$ cat src/rtl/core/fwsk_pkg.sv
// Shared types, widths and the arctangent table for the four-wheel steering kinematics block.
package fwsk_pkg;

	localparam int CORDIC_STAGES = 16;
	localparam int ATAN_ENTRIES = 24;
	localparam int CORDIC_ITERS = (CORDIC_STAGES < ATAN_ENTRIES) ? CORDIC_STAGES : ATAN_ENTRIES;

	localparam int IN_W = 16;
	localparam int OUT_W = 16;
	localparam int REG_W = 12;
	localparam int IDX_W = 3;

	// Wheel velocity in 2^-10 mm/s: 1024 * speed plus yaw times a lever of up to 13 bits.
	localparam int PROD_W = IN_W + REG_W + 2;
	localparam int VEL_W = PROD_W + 1;

	// CORDIC datapath and angle accumulator, where pi is 2^31.
	localparam int CW = VEL_W + 2;
	localparam int ZW = 34;
	localparam int ANG_LSB = 16;

	// Sum of squares stays below 2^57, so the root has 29 bits.
	localparam int SQ_W = 58;
	localparam int ROOT_W = SQ_W / 2;
	localparam int DIV_SHIFT = 4;
	localparam int DIV_W = ROOT_W - DIV_SHIFT;

	localparam int MAG_LAT = 3 + ROOT_W + DIV_W;
	localparam int ANG_LAT = CORDIC_ITERS + 2;
	localparam int ANG_DELAY = MAG_LAT - ANG_LAT;

	localparam logic [IDX_W-1:0] REG_FRONT_AXLE = 3'd0;
	localparam logic [IDX_W-1:0] REG_REAR_AXLE = 3'd1;
	localparam logic [IDX_W-1:0] REG_LEFT_TRACK = 3'd2;
	localparam logic [IDX_W-1:0] REG_RIGHT_TRACK = 3'd3;
	localparam logic [IDX_W-1:0] REG_WHEEL_RADIUS = 3'd4;
	localparam logic [IDX_W-1:0] REG_EXTENSION = 3'd5;

	localparam logic [1:0] WHEEL_FL = 2'd0;
	localparam logic [1:0] WHEEL_FR = 2'd1;
	localparam logic [1:0] WHEEL_RL = 2'd2;
	localparam logic [1:0] WHEEL_RR = 2'd3;

	typedef struct packed {
		logic signed [IN_W-1:0] v_right;
		logic signed [IN_W-1:0] v_fwd;
		logic signed [IN_W-1:0] turn_rate;
	} cmd_t;

	typedef struct packed {
		logic signed [OUT_W-1:0] steer_front_left;
		logic signed [OUT_W-1:0] steer_front_right;
		logic signed [OUT_W-1:0] steer_rear_left;
		logic signed [OUT_W-1:0] steer_rear_right;
		logic [OUT_W-1:0] rotor_front_left;
		logic [OUT_W-1:0] rotor_front_right;
		logic [OUT_W-1:0] rotor_rear_left;
		logic [OUT_W-1:0] rotor_rear_right;
	} res_t;

	typedef struct packed {
		logic [REG_W-1:0] front_axle_offset;
		logic [REG_W-1:0] rear_axle_offset;
		logic [REG_W-1:0] left_half_track;
		logic [REG_W-1:0] right_half_track;
		logic [REG_W-1:0] wheel_radius;
		logic [REG_W-1:0] extra_len;
	} cfg_t;

	typedef struct packed {
		logic valid;
		logic [1:0] wheel;
	} beat_t;

	function automatic logic [31:0] atan_val(input int unsigned k);
		logic [31:0] v;
		case (k)
			0: v = 32'd536870912;
			1: v = 32'd316933405;
			2: v = 32'd167458907;
			3: v = 32'd85004756;
			4: v = 32'd42667331;
			5: v = 32'd21354465;
			6: v = 32'd10679838;
			7: v = 32'd5340245;
			8: v = 32'd2670163;
			9: v = 32'd1335086;
			10: v = 32'd667544;
			11: v = 32'd333772;
			12: v = 32'd166886;
			13: v = 32'd83443;
			14: v = 32'd41721;
			15: v = 32'd20860;
			16: v = 32'd10430;
			17: v = 32'd5215;
			18: v = 32'd2607;
			19: v = 32'd1303;
			20: v = 32'd651;
			21: v = 32'd325;
			22: v = 32'd162;
			23: v = 32'd81;
			default: v = 32'd0;
		endcase
		return v;
	endfunction

endpackage

$ cat src/rtl/core/fwsk_vel.sv
// Command sequencer and wheel velocity stages: one wheel beat per cycle while en is high.
module fwsk_vel import fwsk_pkg::*; (
	input logic clk,
	input logic arst_n,
	input logic en,
	input logic in_valid,
	output logic in_ready,
	input cmd_t in_data,
	input cfg_t cfg,
	output beat_t beat,
	output logic signed [VEL_W-1:0] vx,
	output logic signed [VEL_W-1:0] vy
);

	logic busy_q;
	logic [1:0] wheel_q;
	cmd_t cmd_q;
	logic accept;

	logic [REG_W:0] len_front;
	logic [REG_W:0] len_rear;
	logic signed [REG_W+1:0] coef_x;
	logic signed [REG_W+1:0] coef_y;
	logic signed [PROD_W-1:0] prod_x;
	logic signed [PROD_W-1:0] prod_y;

	beat_t beat_s1, beat_s2;
	logic signed [PROD_W-1:0] prod_x_s1, prod_y_s1;
	logic signed [IN_W-1:0] vr_s1, vf_s1;
	logic signed [VEL_W-1:0] vx_s2, vy_s2;

	// A new command is taken when idle or while the last wheel of the current one goes out.
	assign in_ready = en && (!busy_q || wheel_q == WHEEL_RR);
	assign accept = in_valid && in_ready;

	always_ff @(posedge clk or negedge arst_n) begin
		if (!arst_n) begin
			busy_q <= 1'b0;
			wheel_q <= WHEEL_FL;
		end else if (en) begin
			if (accept) begin
				busy_q <= 1'b1;
				wheel_q <= WHEEL_FL;
			end else if (busy_q) begin
				wheel_q <= wheel_q + 2'd1;
				if (wheel_q == WHEEL_RR) begin
					busy_q <= 1'b0;
				end
			end
		end
	end

	always_ff @(posedge clk) begin
		if (accept) begin
			cmd_q <= in_data;
		end
	end

	assign len_front = {1'b0, cfg.front_axle_offset} + {1'b0, cfg.extra_len};
	assign len_rear = {1'b0, cfg.rear_axle_offset} + {1'b0, cfg.extra_len};

	// Front wheels see -yaw * lever, rear wheels +yaw * lever; likewise left and right.
	always_comb begin
		if (wheel_q[1]) begin
			coef_x = $signed({1'b0, len_rear});
		end else begin
			coef_x = -$signed({1'b0, len_front});
		end
		if (wheel_q[0]) begin
			coef_y = $signed({2'b00, cfg.right_half_track});
		end else begin
			coef_y = -$signed({2'b00, cfg.left_half_track});
		end
	end

	assign prod_x = cmd_q.turn_rate * coef_x;
	assign prod_y = cmd_q.turn_rate * coef_y;

	always_ff @(posedge clk or negedge arst_n) begin
		if (!arst_n) begin
			beat_s1 <= '0;
			beat_s2 <= '0;
		end else if (en) begin
			beat_s1.valid <= busy_q;
			beat_s1.wheel <= wheel_q;
			beat_s2 <= beat_s1;
		end
	end

	always_ff @(posedge clk) begin
		if (en) begin
			prod_x_s1 <= prod_x;
			prod_y_s1 <= prod_y;
			vr_s1 <= cmd_q.v_right;
			vf_s1 <= cmd_q.v_fwd;
			vx_s2 <= {{(VEL_W-IN_W-10){vr_s1[IN_W-1]}}, vr_s1, 10'b0}
				+ {{(VEL_W-PROD_W){prod_x_s1[PROD_W-1]}}, prod_x_s1};
			vy_s2 <= {{(VEL_W-IN_W-10){vf_s1[IN_W-1]}}, vf_s1, 10'b0}
				+ {{(VEL_W-PROD_W){prod_y_s1[PROD_W-1]}}, prod_y_s1};
		end
	end

	assign beat = beat_s2;
	assign vx = vx_s2;
	assign vy = vy_s2;

endmodule

$ cat config.mk
export PLATFORM = sky130hd
export DESIGN_NAME = fwsk_vel
export DESIGN_NICKNAME = d
export VERILOG_FILES = /design/src/rtl/core/fwsk_pkg.sv /design/src/rtl/core/fwsk_vel.sv
export SDC_FILE = /design/constraint.sdc
export NUM_CORES = 2
export LEC_CHECK = 0
export ABC_CLOCK_PERIOD_IN_PS = 11500
export BUFFER_PORTS_ARGS = -buffer_cell sky130_fd_sc_hd__buf_4
export CAP_MARGIN = 20
export CORE_AREA = 2 2 223 225
export CTS_CLUSTER_SIZE = 10
export DETAILED_ROUTE_END_ITERATION = 7
export DIE_AREA = 0 0 225 227
export PLACE_DENSITY_LB_ADDON = 0.15
export REMOVE_ABC_BUFFERS = 1
export SLEW_MARGIN = 20
export SYNTH_ARGS = -nofsm -noshare
export SYNTH_HDL_FRONTEND = slang
export SYNTH_SLANG_ARGS = --single-unit
$ cat constraint.sdc
create_clock -name clk -period 11.5 [get_ports clk]
set_input_delay 2.3 -clock clk [delete_from_list [all_inputs] [get_ports clk]]
set_output_delay 2.3 -clock clk [all_outputs]
set_load 0.01 [all_outputs]
=== After elaboration in Yosys (flattened, before gate mapping) ===
Cells that the tools add are included.

* Reduce and logical (&&, ||, !) cells: 6
* $add $sub $neg: 7
* $mul: 2
* Equality and inequality tests: 1
* Multiplexer cells: 7

{| class="wikitable"
|+ Operators by type and width
! cell !! count
|-
| $add A26 B30 Y31 || 2
|-
| $mul A16 B14 Y30 || 2
|-
| $mux W14 || 2
|-
| $add A12 B12 Y13 || 2
|-
| $neg A12 Y14 || 1
|-
| $neg A13 Y14 || 1
|-
| $mux W2 || 2
|-
| $mux W1 || 3
|-
| $add A2 B1 Y2 const B || 1
|-
| $eq A2 B2 Y1 const B || 1
|-
| $logic_and A1 B1 Y1 || 2
|-
| $reduce_and A2 Y1 || 1
|-
| $reduce_bool A2 Y1 || 1
|-
| $logic_not A1 Y1 || 1
|-
| $logic_or A1 B1 Y1 || 1
|}

* Register bits: 211
* Output and inout bits: 66
* Word-level logic and storage cells: 38

=== Longest topological paths before layout ===
* Depth in word-level cells: 6
* Depth in mapped cells: 33
* Depth with buffers taken out: 32

=== Worst setup path before layout ===
OpenSTA, ideal clock, no wires.

* Path kind: input to register
* Start point: input cfg[1] (netlist bit)
* End point: register prod_x_s1[24] (data pin)
* Arrival time: 9.699 ns
* Slack: 1.621 ns
* Path buffers: 1
* Stages on the path: 31
* Required time: 11.320 ns
* Path through: ha_1 > inv_1 > ha_1 > fa_1 > a21o_1 > a21oi_2 > o21bai_1 > a2111o_1 > nand2_1 > xor2_1 > mux2i_1 > clkbuf_1 > nand2_1 > fa_1 > inv_1 > fa_1 > fa_1 > fa_1 > fa_1 > inv_1 > fa_1 > inv_1 > ha_1 > a21o_1 > a31oi_1 > o21ai_0 > a21o_1 > o211ai_1 > a21boi_0 > or2_2 > o311ai_1

* Longest elaborated chain between the ends: 4

{| class="wikitable"
|+ Ends and longest elaborated chain
! what !! RTL line !! RTL
|-
| start: declaration || fwsk_vel.sv:9 || <nowiki>input cfg_t cfg,</nowiki>
|-
| $add A12 B12 Y13 || fwsk_vel.sv:59 || <nowiki>assign len_front = {1'b0, cfg.front_axle_offset} + {1'b0, cfg.extra_len};</nowiki>
|-
| $neg A13 Y14 || fwsk_vel.sv:67 || <nowiki>coef_x = -$signed({1'b0, len_front});</nowiki>
|-
| $mux W14 * || fwsk_vel.sv:64 || <nowiki>if (wheel_q[1]) begin</nowiki>
|-
| $mul A16 B14 Y30 * || fwsk_vel.sv:76 || <nowiki>assign prod_x = cmd_q.turn_rate * coef_x;</nowiki>
|-
| net prod_x[24] || fwsk_vel.sv:24 || <nowiki>logic signed [PROD_W-1:0] prod_x;</nowiki>
|-
| end signal: assignment || fwsk_vel.sv:92 || <nowiki>prod_x_s1 <= prod_x;</nowiki>
|-
| end: declaration || fwsk_vel.sv:28 || <nowiki>logic signed [PROD_W-1:0] prod_x_s1, prod_y_s1;</nowiki>
|}

The timed path passes the listed nets; every way through them passes the cells marked *.
A chain may end at the register's enable or synchronous reset.

=== Worst setup path in the final report ===
Same ends and word-level chain as after synthesis.

==> results.sh <==
export IMPL_rsz0062_at_grt="no"
export IMPL_firstDrtPassIters=5
export IMPL_worst_slew_pin_slew_ns=1.151
export IMPL_root_buffer="clkbuf_16"
export IMPL_die_h_um=227
export IMPL_area_growth_pct=10.98
export IMPL_slew_headroom=0.2325
export IMPL_synth_compound_area_share=0.07311
export IMPL_ant_nets=0
export IMPL_period_share=0.8963
export IMPL_start_util=0.5478
export IMPL_insertedDiodeCount=0
export IMPL_grt_max_degree=95
export IMPL_wire_per_inst_um=16.77
export IMPL_ctsHoldBuffers=0
export IMPL_synth_ff_type="edfxtp_1"
export IMPL_synthXorXnorAreaFrac=0.03919
export IMPL_syn_inst=2548
export IMPL_cp_start_kind="input port"
export IMPL_ys_seq_area_frac=0.2365
export IMPL_clock_sinks=211
export IMPL_end_kind="flop"
export IMPL_vias=17872
export IMPL_required_ns=11.86
export IMPL_cp_slowest_cell="fa_1"
export IMPL_grt_pass1_vias=19432
export IMPL_drc=0
export IMPL_htree_levels=1
export IMPL_grt_ovfl_total=0
export IMPL_synthAdderAreaFrac=0.4363
export IMPL_drv_slew=0
export IMPL_port_buffer_count=177
export IMPL_hold_viol=0
export IMPL_syn_area_um2=26600
export IMPL_ys_types=69
export IMPL_ys_ff_latch=211
export IMPL_period_minus_slack_ns=10.31
export IMPL_grt_pass1_wl_mm=94.14
export IMPL_clk_latency_ns=0.55
export IMPL_antenna_found_initial=0
export IMPL_nFillCells=4030
export IMPL_path_clk_slew_ns=0.06
export IMPL_critical_path_buf_inv_count=4
export IMPL_first_iter_violations=857
export IMPL_setup_viol=0
export IMPL_die_w_um=225
export IMPL_fp_row_count=81
export IMPL_layout_nets=3492
export IMPL_synth_yosys_warnings=0
export IMPL_cts_resized=0
export IMPL_fin_tns_setup_ns=0
export IMPL_layout_drive_gt1_share=0.1043
export IMPL_cts_tree="done"
export IMPL_post_cts_buffers=0
export IMPL_drt_vias_per_instance=5.343
export IMPL_synthSimpleGateAreaFrac=0.1291
export IMPL_syn_area_per_cell_um2=10.44
export IMPL_critPathKind="input port to flop"
export IMPL_cp_arrival_ns=10.67
export IMPL_die_area_um2=51080
export IMPL_post_dp_hpwl_mm=44.44
export IMPL_drv_cap=0
export IMPL_path_common_cell="fa_1"
export IMPL_status="completed"
export IMPL_routed_wl_mm=56.09
export IMPL_cp_max_fo=17
export IMPL_synth_edf_count=202
export IMPL_cts_buffer_depth=3
export IMPL_crit_family="adder cells"
export IMPL_synth_top_family_by_area="adder cells"
export IMPL_fmax_mhz=97.01
export IMPL_skew_ns=0.02743
export IMPL_pin_count=190
export IMPL_numCtsBuffers=27
export IMPL_rrSetupSlack_ns=2.96
export IMPL_muxShareOfSynthArea=0.006304
export IMPL_grt_usage=0.2301
export IMPL_gp_congestion=0.8414
export IMPL_slowest_delay_ns=0.56
export IMPL_synthArstFlopShare=0.04265
export IMPL_core_um2=48550
export IMPL_hp_class="flop to flop"
[cell families after synthesis]
family | after synthesis
XOR/XNOR | 119
adder cells (fa/ha/maj) | 661
AO/OA/AOI/OAI | 285
multiplexers | 16
AND/OR/NAND/NOR | 696
flip-flops | 211
buffers and inverters | 560
[cell usage in the layout (no fill, tap or decap), types with 11 or more instances in the layout]
master	instances
ha_1	217
o21ai_0	31
a211oi_1	16
nor2_1	86
a21oi_1	85
nand3_1	20
xnor2_1	92
fa_1	444
and3_1	12
nor3_1	23
or3_1	23
nor2b_1	73
and2_1	128
nand2b_1	11
xor2_1	27
a21o_1	45
o21a_1	15
nand2_1	283
buf_4	209
clkbuf_16	29
o21bai_1	16
inv_1	473
edfxtp_1	202
[synthesized netlist by cell type, drive strengths merged (8+ instances only)]
cell / number / area (µm²)
xor2: 27 / 236.5
inv: 473 / 1775
a21oi: 87 / 442.9
clkbuf: 68 / 255.2
o21a: 15 / 112.6
and3: 12 / 75.07
nand3: 20 / 100.1
o21bai: 17 / 131.4
o21ai: 44 / 220.2
o211ai: 10 / 75.07
dfrtp: 9 / 225.2
o31ai: 8 / 106.4
or3: 25 / 166.4
ha: 217 / 2715
and2: 129 / 807.0
nand2b: 12 / 77.58
edfxtp: 202 / 6066
buf: 18 / 78.82
fa: 444 / 8889
nor3: 25 / 147.6
nor2: 86 / 322.8
a21o: 45 / 337.8
nand2: 283 / 1062
mux2i: 10 / 100.1
nor2b: 73 / 456.7
xnor2: 92 / 805.8
a211oi: 16 / 120.1
[flip-flops by register name, indices dropped and copies added (netlist names)]
register,cells
wheel_q,2
busy_q,1
vx,31
prod_y_s1,30
vr_s1,16
vy,31
vf_s1,16
prod_x_s1,30
cmd_q,48
beat,3
beat_s1,3
[final cells by class]
| class | count | area [µm²] | share of cell area |
|---|---|---|---|
| clock buffers | 39 | 763.2 | 0.02586 |
| flip-flops and latches | 211 | 6291 | 0.2131 |
| inverters | 474 | 1779 | 0.06028 |
| clock inverters | 6 | 28.78 | 0.0009750 |
| repair buffers | 216 | 1667 | 0.05647 |
| multi-input cells | 1777 | 18210 | 0.6169 |
| well taps | 622 | 778.2 | 0.02637 |
[through the flow]
stage            util  cell area, µm²  setup slack [ns]  hold WS (ns)  cells
5_1_grt        0.6080           29510            0.7538        0.4205   3345
3_5_place_dp   0.5906           28670            0.6334        0.4045   3297
3_3_place_gp   0.5897           28630            0.7626        0.4016   3294
4_1_cts        0.6069           29460             1.193        0.4156   3342
6_report       0.6080           29510             1.192        0.4142   3345
2_1_floorplan       -           26260             1.549        0.4003   2462
[worst reg2reg max path, stage by stage, from the launching register on]
cell and delay (ns):
dfrtp_1 0.87, clkinv_1 0.57, o21ai_1 0.88, and2_1 0.31
fa_1 0.48, fa_1 0.90, inv_1 0.13, fa_1 0.52
inv_1 0.06, fa_1 0.48, fa_1 0.49, inv_1 0.05
fa_1 0.49, inv_1 0.04, ha_1 0.34, and3_1 0.22
nand2_1 0.07, o21ai_0 0.32, o21ai_0 0.24, a311oi_1 0.52
mux2i_1 0.24, nand4_1 0.08
[worst paths after layout]
path	endpoint	start	cells after the start
setup / recovery	prod_x_s1[24]$_DFFE_PP_	cfg[1]	30
setup reg to reg	prod_x_s1[29]$_DFFE_PP_	wheel_q[1]$_DFFE_PN0P_	21
min in group asynchronous	beat_s1[0]$_DFFE_PN0P_	arst_n	1
hold / removal	vr_s1[4]$_DFFE_PP_	cmd_q[36]$_DFFE_PP_	0
max in group asynchronous	busy_q$_DFFE_PN0P_	arst_n	1
hold reg to reg	vr_s1[4]$_DFFE_PP_	cmd_q[36]$_DFFE_PP_	0
[metal layers]
metal  GRT usage  wire length, µm  vias to the layer above
li1            -                -                     8415
met1      0.2831            23140                     8967
met2      0.4297            29070                      394
met3     0.02401             2388                       96
met4     0.06430             1491                        0
met5           0                0                        -
Power is not shown: default switching activity piles up to over one toggle a cycle in this logic, so the estimate is an artifact.
